[src/hdl/bpmo_pkg.sv]
// Shared types and constants for the byte pattern offset matcher.
`default_nettype none
package bpmo_pkg;

  // Longest pattern held by the cell row, and file offset width
  localparam int MAX_PATTERN_BYTES = 32;
  localparam int OFFSET_BITS       = 40;

  // Pattern register bank
  localparam int PAT_REGS   = 4;
  localparam int PAT_REG_W  = 64;
  localparam int REG_BYTES  = PAT_REGS * PAT_REG_W / 8;
  localparam int RB_IDX_W   = $clog2(REG_BYTES);
  localparam int PR_IDX_W   = $clog2(PAT_REGS);

  // Field widths
  localparam int BYTE_W     = 8;
  localparam int LEN_W      = 6;
  localparam int CLEN_W     = $clog2(MAX_PATTERN_BYTES + 1);
  localparam int HITS_W     = 16;
  localparam int CFG_IDX_W  = 3;
  localparam int CFG_DATA_W = 64;

  // Configuration register indexes
  typedef enum logic [CFG_IDX_W-1:0] {
    REG_PAT_LOW      = 3'd0,
    REG_PAT_MID_LOW  = 3'd1,
    REG_PAT_MID_HIGH = 3'd2,
    REG_PAT_HIGH     = 3'd3,
    REG_PAT_LEN      = 3'd4,
    REG_MAX_HITS     = 3'd5
  } cfg_reg_e;

  // Per-cell pattern slot: expected byte and whether the cell takes part
  typedef struct packed {
    logic              used;
    logic [BYTE_W-1:0] pat;
  } cell_pat_t;

  // Match control settings
  typedef struct packed {
    logic [CLEN_W-1:0] len;
    logic [HITS_W-1:0] max_hits;
  } match_cfg_t;

endpackage
`default_nettype wire

[src/hdl/bpmo_cell.sv]
// One window cell: holds a file byte, shifts it on, and compares it to its pattern slot.
`default_nettype none
module bpmo_cell (
  input  wire logic                      clk_i,
  input  wire logic                      shift_i,
  input  wire logic [bpmo_pkg::BYTE_W-1:0] byte_i,
  input  wire bpmo_pkg::cell_pat_t       pat_i,
  output logic      [bpmo_pkg::BYTE_W-1:0] byte_o,
  output logic                           match_o
);
  import bpmo_pkg::*;

  logic [BYTE_W-1:0] byte_q, byte_d;
  cell_pat_t         pat_q;

  // Take the neighbor's byte on each accepted request
  always_comb begin
    byte_d = shift_i ? byte_i : byte_q;
  end

  always_ff @(posedge clk_i) begin
    byte_q <= byte_d;
    pat_q  <= pat_i;
  end

  // Unused cells always agree
  assign byte_o  = byte_q;
  assign match_o = !pat_q.used || (byte_q == pat_q.pat);

endmodule
`default_nettype wire

[src/hdl/bpmo_cfg.sv]
// Configuration registers and alignment of the pattern onto the cell row.
`default_nettype none
module bpmo_cfg (
  input  wire logic                          clk_i,
  input  wire logic                          rst_ni,
  input  wire logic                          cfg_valid_i,
  input  wire logic [bpmo_pkg::CFG_IDX_W-1:0]  cfg_index_i,
  input  wire logic [bpmo_pkg::CFG_DATA_W-1:0] cfg_data_i,
  output bpmo_pkg::match_cfg_t               cfg_o,
  output bpmo_pkg::cell_pat_t                cell_pat_o [bpmo_pkg::MAX_PATTERN_BYTES]
);
  import bpmo_pkg::*;

  logic [PAT_REG_W-1:0] pat_q [PAT_REGS];
  logic [PAT_REG_W-1:0] pat_d [PAT_REGS];
  logic [LEN_W-1:0]     len_q, len_d;
  logic [HITS_W-1:0]    max_hits_q, max_hits_d;
  logic [BYTE_W-1:0]    pbytes [REG_BYTES];
  logic [CLEN_W-1:0]    len_c;

  // Decode a register write
  always_comb begin
    pat_d      = pat_q;
    len_d      = len_q;
    max_hits_d = max_hits_q;
    if (cfg_valid_i) begin
      case (cfg_index_i)
        REG_PAT_LOW, REG_PAT_MID_LOW, REG_PAT_MID_HIGH, REG_PAT_HIGH: begin
          pat_d[cfg_index_i[PR_IDX_W-1:0]] = cfg_data_i[PAT_REG_W-1:0];
        end
        REG_PAT_LEN: begin
          len_d = cfg_data_i[LEN_W-1:0];
        end
        REG_MAX_HITS: begin
          max_hits_d = cfg_data_i[HITS_W-1:0];
        end
        default: begin
        end
      endcase
    end
  end

  always_ff @(posedge clk_i or negedge rst_ni) begin
    if (!rst_ni) begin
      for (int r = 0; r < PAT_REGS; r++) begin
        pat_q[r] <= '0;
      end
      len_q      <= '0;
      max_hits_q <= '0;
    end else begin
      pat_q      <= pat_d;
      len_q      <= len_d;
      max_hits_q <= max_hits_d;
    end
  end

  // Split the register bank into pattern bytes
  always_comb begin
    for (int j = 0; j < REG_BYTES; j++) begin
      pbytes[j] = pat_q[j / 8][(j % 8) * 8 +: 8];
    end
  end

  // Clamp the length to the row size
  always_comb begin
    if (32'(len_q) > MAX_PATTERN_BYTES) begin
      len_c = CLEN_W'(MAX_PATTERN_BYTES);
    end else begin
      len_c = CLEN_W'(len_q);
    end
  end

  // Cell i holds the byte seen i requests ago: it checks pattern byte len-1-i
  always_comb begin
    logic [CLEN_W-1:0] idx;
    for (int i = 0; i < MAX_PATTERN_BYTES; i++) begin
      idx = len_c - CLEN_W'(1) - CLEN_W'(i);
      cell_pat_o[i].used = (32'(len_c) > i);
      if ((32'(len_c) > i) && (32'(idx) < REG_BYTES)) begin
        cell_pat_o[i].pat = pbytes[idx[RB_IDX_W-1:0]];
      end else begin
        cell_pat_o[i].pat = '0;
      end
    end
  end

  assign cfg_o.len      = len_c;
  assign cfg_o.max_hits = max_hits_q;

endmodule
`default_nettype wire

[src/hdl/byte_pattern_match_offsets.sv]
// Top level: byte stream pattern search reporting match start offsets.
// A result passes the compare stage, then the output register, after its byte is accepted.
// One byte per cycle unless the compare stage is held; a row of 32 byte cells shifts the
// window once per byte and all cells compare in parallel in the cycle after the byte enters.
// A result waiting at the output holds the compare stage only when that stage also hits.
// Reset (rst_ni low, asynchronous) clears registers, offset, hit count and stop flag.
`default_nettype none
module byte_pattern_match_offsets (
  input  wire logic                          clk_i,
  input  wire logic                          rst_ni,
  // configuration write channel
  input  wire logic                          cfg_valid_i,
  output logic                               cfg_ready_o,
  input  wire logic [bpmo_pkg::CFG_IDX_W-1:0]  cfg_index_i,
  input  wire logic [bpmo_pkg::CFG_DATA_W-1:0] cfg_data_i,
  // byte stream in
  input  wire logic                          s_axis_tvalid,
  output logic                               s_axis_tready,
  input  wire logic [7:0]                    s_axis_tdata,  // [7:0] data_byte
  input  wire logic                          s_axis_tuser,  // [0] first_of_file
  // match stream out
  output logic                               m_axis_tvalid,
  input  wire logic                          m_axis_tready,
  output logic [39:0]                        m_axis_tdata,  // [39:0] match_offset
  output logic                               m_axis_tuser   // [0] limit_reached
);
  import bpmo_pkg::*;

  match_cfg_t        cfg;
  cell_pat_t         cell_pat [MAX_PATTERN_BYTES];
  logic [BYTE_W-1:0] chain    [MAX_PATTERN_BYTES];
  logic [MAX_PATTERN_BYTES-1:0] cell_match;

  localparam logic [OFFSET_BITS-1:0] OFF_MAX = '1;

  logic                   s_acc;
  logic                   s1_valid_q, s1_valid_d;
  logic                   s1_first_q;
  logic [OFFSET_BITS-1:0] s1_pos_q;
  logic [OFFSET_BITS-1:0] pos_q, pos_d, pos_eff;
  logic [HITS_W-1:0]      hits_q, hits_d, hits_eff, hits_new;
  logic                   stopped_q, stopped_d, stopped_eff;
  logic                   out_valid_q, out_valid_d;
  logic [OFFSET_BITS-1:0] out_off_q;
  logic                   out_lim_q;
  logic [OFFSET_BITS-1:0] len_m1;
  logic                   hit, lim, s1_done;

  assign cfg_ready_o = 1'b1;

  bpmo_cfg u_cfg (
    .clk_i       (clk_i),
    .rst_ni      (rst_ni),
    .cfg_valid_i (cfg_valid_i),
    .cfg_index_i (cfg_index_i),
    .cfg_data_i  (cfg_data_i),
    .cfg_o       (cfg),
    .cell_pat_o  (cell_pat)
  );

  // Window row: cell 0 takes the new byte, each cell hands its byte to the next
  for (genvar i = 0; i < MAX_PATTERN_BYTES; i++) begin : g_cell
    logic [BYTE_W-1:0] byte_in;
    if (i == 0) begin : g_head
      assign byte_in = s_axis_tdata;
    end else begin : g_link
      assign byte_in = chain[i-1];
    end
    bpmo_cell u_cell (
      .clk_i   (clk_i),
      .shift_i (s_acc),
      .byte_i  (byte_in),
      .pat_i   (cell_pat[i]),
      .byte_o  (chain[i]),
      .match_o (cell_match[i])
    );
  end

  // File start restarts count and stop flag for the byte in the compare stage
  always_comb begin
    hits_eff    = s1_first_q ? '0 : hits_q;
    stopped_eff = s1_first_q ? 1'b0 : stopped_q;
    len_m1      = OFFSET_BITS'(cfg.len) - OFFSET_BITS'(1);
    hit         = s1_valid_q && (cfg.len != '0) && !stopped_eff &&
                  (s1_pos_q >= len_m1) && (&cell_match);
    hits_new    = (hits_eff == '1) ? hits_eff : hits_eff + HITS_W'(1);
    lim         = (cfg.max_hits != '0) && (hits_new >= cfg.max_hits);
  end

  // Compare stage moves on unless a hit must wait for the output register
  assign s1_done       = s1_valid_q && (!hit || !out_valid_q || m_axis_tready);
  assign s_axis_tready = !s1_valid_q || s1_done;
  assign s_acc         = s_axis_tvalid && s_axis_tready;

  // Advance the file position, saturating; a first_of_file byte takes position zero
  always_comb begin
    pos_eff = s_axis_tuser ? '0 : pos_q;
    pos_d   = pos_q;
    if (s_acc) begin
      pos_d = (pos_eff == OFF_MAX) ? pos_eff : pos_eff + OFFSET_BITS'(1);
    end
  end

  // Update hit count and stop flag as a compare retires
  always_comb begin
    hits_d    = hits_q;
    stopped_d = stopped_q;
    if (s1_done) begin
      hits_d    = hit ? hits_new : hits_eff;
      stopped_d = hit ? (stopped_eff || lim) : stopped_eff;
    end
  end

  assign s1_valid_d  = s_acc || (s1_valid_q && !s1_done);
  assign out_valid_d = (s1_done && hit) || (out_valid_q && !m_axis_tready);

  always_ff @(posedge clk_i or negedge rst_ni) begin
    if (!rst_ni) begin
      s1_valid_q  <= 1'b0;
      pos_q       <= '0;
      hits_q      <= '0;
      stopped_q   <= 1'b0;
      out_valid_q <= 1'b0;
    end else begin
      s1_valid_q  <= s1_valid_d;
      pos_q       <= pos_d;
      hits_q      <= hits_d;
      stopped_q   <= stopped_d;
      out_valid_q <= out_valid_d;
    end
  end

  // Payload of the compare and output stages
  always_ff @(posedge clk_i) begin
    if (s_acc) begin
      s1_first_q <= s_axis_tuser;
      s1_pos_q   <= pos_eff;
    end
    if (s1_done && hit) begin
      out_off_q <= s1_pos_q - len_m1;
      out_lim_q <= lim;
    end
  end

  assign m_axis_tvalid = out_valid_q;
  assign m_axis_tdata  = out_off_q;
  assign m_axis_tuser  = out_lim_q;

`ifndef ASSERT_OFF
  // A search only stops after at least one reported match
  a_stop_has_hits: assert property (@(posedge clk_i) disable iff (!rst_ni)
    stopped_q |-> (hits_q != '0))
    else $error("stop flag set with zero hit count");

  // Reaching the limit stops the search
  a_limit_stops: assert property (@(posedge clk_i) disable iff (!rst_ni)
    (s1_done && hit && lim) |=> stopped_q)
    else $error("limit reached but search not stopped");

  // The limit flag only appears when a limit is configured
  a_limit_cfg: assert property (@(posedge clk_i) disable iff (!rst_ni)
    (s1_done && hit && lim) |-> (cfg.max_hits != '0))
    else $error("limit flag without a configured limit");
`endif

endmodule
`default_nettype wire
[config.mk]
export PLATFORM = sky130hd
export DESIGN_NAME = byte_pattern_match_offsets
export DESIGN_NICKNAME = d
export VERILOG_FILES = /design/src/hdl/bpmo_pkg.sv /design/src/hdl/bpmo_cell.sv /design/src/hdl/bpmo_cfg.sv /design/src/hdl/byte_pattern_match_offsets.sv
export SDC_FILE = /design/constraint.sdc
export NUM_CORES = 2
export LEC_CHECK = 0
export BUFFER_PORTS_ARGS = -buffer_cell sky130_fd_sc_hd__buf_2
export CAP_MARGIN = 30
export CORE_MARGIN = 10
export CORE_UTILIZATION = 57
export DETAILED_ROUTE_END_ITERATION = 7
export GPL_TIMING_DRIVEN = 0
export PLACE_DENSITY = 0.83
export SETUP_SLACK_MARGIN = 0.3
export SYNTH_ARGS = -nofsm -noshare
export SYNTH_HDL_FRONTEND = slang
export SYNTH_SLANG_ARGS = --single-unit
export TNS_END_PERCENT = 10
[constraint.sdc]
create_clock -name clk_i -period 8.5 [get_ports clk_i]
set_clock_uncertainty 0.15 [all_clocks]
set_input_delay 0.85 -clock clk_i [delete_from_list [all_inputs] [get_ports clk_i]]
set_output_delay 0.85 -clock clk_i [all_outputs]
set_load 0.02 [all_outputs]
==> qor.csv <==
metric;value;unit
status;complete, no violations;
main combinational cell family by area after synthesis;multiplexers;
Final Worst Setup Slack;0.290;ns
mux contribution to synthesized area;26.1;%
Power Dens Cells;440;nW/um2
Worst EP required;7.50;ns
slew margin rel.;20.5;%
compound-gate portion of the synthesized area;6.41;%
Synthesized Nets;4842;
Tcrit/Tclk final;96.6;%
Core ar.;89900;um2
DR vias;40327;
final core occ;63.9;%
Setup violations, final;0;
Tot GR Track Use;39.7;%
Power, Total;0.0253;W
Clk pin slew, worst setup/hold paths;0.06;ns
final hold vios;0;
vias in the first global route;37689;
reg-to-reg endpoint;g_cell[1].u_cell.byte_o[6];
Area growth, synth to finish;11.5;%
setup_tns;0;ns
DP Cell Count;5999;
r2r setup slk;0.45;ns
Max Slew Vio Count;0;
GP Congestion;1.17;
Post-synth EDFFs;338;
Vias/cell;6.50;
fraction of layout cells with a size suffix above 1;13.9;%
synthesized area;51500;um2
Place WS;-1.27;ns
critical path type;reg2out;
simple-gate portion of the synthesized area;9.98;%
Synth top cells by count;1032 x mux2i_1, 590 x nand2_1, 338 x edfxtp_1, 337 x dfrtp_1, 322 x xnor2_1;
area leader, netlist;mux2i_1;
Async S/R FF share, synth;35.0;%
RSZ-0062 raised after global routing;true;
LEAKAGE;24.7;nW
die height;321;um
Post-synth top flop;edfxtp_1;
CTS Root Cell;clkbuf_16;
Hold WC Path Type;in2async;
Setup Fix Bufs, Post-CTS;0;
input/output buffers;122;
Max Buffers Root-to-Sink;3;
Max Cap Viol;0;
Worst Path Max Fanout;13;
CTS tree;done;
initial drt markers;6357;
worst skew pair latency;0.72;ns
post-synth top area share;20.0;%
fin cells;6200;
gr ovfl total;0;
area share of fa/ha/maj cells after synthesis;1.98;%
fill cell count;7056;
Sinks on Clock Net;963;
first-pass GRT wire length;287000;um
Synth Area per Inst;11.0;um2
area of the die;103000;um2
VDD IR max;0.000268;V
count leader, synth;mux2i_1;
total CTS buffers;97;
DRT antenna net count;0;
H-tree lvl count;3;
top cells by area, synth;mux2i_1 20%, edfxtp_1 20%, dfrtp_1 16%;
DR pass1 iterations;6;
IO Pins;125;
max frequency;122;MHz
Critical Path Sink Type;output pin;
WL/cell;33.8;um
Setup crit start kind;register;
DP HPWL;169000;um
Gate Count Post-Synth;4680;
synth unique cells;82;
Worst R2R Start;u_cfg.len_q[1];
layout net count;5097;
WP data arrival;7.21;ns
XOR/XNOR share of the synthesized area;5.99;%
Seq/Total Area, Yosys;47.2;%
area of the multi-input gates;26100;um2
Synth warnings;0;
die width;321;um
largest net degree at the start of global routing;128;
Synth Register Bits;963;
worst reg2reg path depth;25;
Tmin final;8.21;ns
row cnt;110;
Initial Utilization;57.3;%
FF+latch area;24300;um2
initial antenna violation count;15;
Slew @ Worst Pin;1.19;ns
final wirelength;210000;um
# DRC;0;
==> cells in the final DEF (no fill, tap or decap), types with 31 or more instances in the layout <==
cell and count:
xnor2_1 322, mux2_2 278, nand4_1 99, o21ai_0 103, dfrtp_1 337, a21oi_1 248
o21ai_1 44, buf_1 31, mux2i_1 1032, inv_1 46, buf_2 179, a31oi_1 40
nand3_1 50, dfxtp_1 288, nand2_1 589, ha_1 80, edfxtp_1 338, nor2b_1 68
clkbuf_1 146, clkbuf_16 98, nor2_1 179
==> worst max-delay path by stage <==
stage | startpoint | to | slack [ns] | depth (start not counted)
finish | u_cfg.len_q[1] | s_axis_tready | 0.29 | 22
global route | u_cfg.len_q[1] | s_axis_tready | 0.26 | 22
CTS | u_cfg.len_q[1] | s_axis_tready | 0.39 | 22
detailed placement | u_cfg.len_q[0] | g_cell[0].u_cell.byte_o[2] | -1.27 | 25
global placement | u_cfg.len_q[1] | g_cell[0].u_cell.byte_o[1] | -2.94 | 22
floorplan | u_cfg.len_q[5] | g_cell[0].u_cell.byte_o[0] | 0.99 | 22
==> layout make-up <==
| type | instances | share of cell area [%] |
|---|---|---|
| antenna | 5 | 0.0218 |
| buffer | 225 | 1.72 |
| clock buffer | 142 | 4.90 |
| clock inverter | 41 | 0.862 |
| inverter | 55 | 0.359 |
| multi-input combinational | 3437 | 45.4 |
| sequential | 963 | 42.4 |
| tap | 1176 | 2.56 |
| timing repair buffer | 156 | 1.84 |
==> timing repair <==
action	CTS	global route
endpoints found under the setup margin	353	131
pin swaps	0	0
hold endpoints to repair	0	0
gates resized for setup	13	4
cloned	2	0
hold buffers	0	0
==> metal layers <==
metal / part of all wire [%] / vias up / global-route usage [%]
met2: 42 / 2530 / 56.8
met1: 39 / 19923 / 51.3
li1: - / 17302 / -
met5: 0.048 / - / 0
met3: 11 / 562 / 11.4
met4: 8.4 / 10 / 28.1
==> power by group <==
group          internal, W  leakage, nW  switching, W  total (W)
clock              0.00254         1.62       0.00193    0.00446
combinational      0.00428         13.2        0.0103     0.0146
sequential         0.00567         9.81      0.000575    0.00625
==> logic make-up (layout without fill, tap and decap cells) <==
logic type	Yosys count	after routing
mux	1311	1311
simple gates	1131	1131
flops	963	963
compound gates	569	569
xor+xnor	344	344
buf+inv	280	619
fa+ha+maj	81	81
other cells	1	6
==> per-stage QoR <==
stage	area, um2	hold slack, ns
floorplan	51500	0.292
global placement	53600	0.302
detailed placement	53900	0.309
CTS	57400	0.126
global route	57500	0.148
finish	57500	0.0937
==> state kept, by name, indices dropped and copies added, names as in the netlist <==
signal / count
u_cfg.pat_q: 256
u_cfg.max_hits_q: 16
u_cfg.len_q: 6
s1_valid_q: 1
pos_q: 40
g_cell.u_cell.pat_q: 288
s1_pos_q: 40
hits_q: 16
s1_first_q: 1
m_axis_tdata: 40
m_axis_tuser: 1
stopped_q: 1
g_cell.u_cell.byte_o: 256
m_axis_tvalid: 1
==> critical path: stages, from the launching register on <==
cell      delay (ns)
dfrtp_1         0.56
nand2b_1        0.15
clkbuf_1        0.34
clkbuf_2        0.38
buf_4           0.35
ha_1            0.20
clkbuf_2        0.26
nand2_1         0.08
mux2_2          0.27
o22ai_2         0.25
clkbuf_4        0.35
clkbuf_2        0.33
buf_8           0.20
ha_1            0.24
a21o_1          0.15
a31oi_1         0.05
o211a_1         0.33
o31a_1          0.40
a41oi_2         0.45
nor2_1          0.08
or3_1           0.57
nand2b_1        0.26
buf_2           0.19
(Power assumes the default switching activity.)
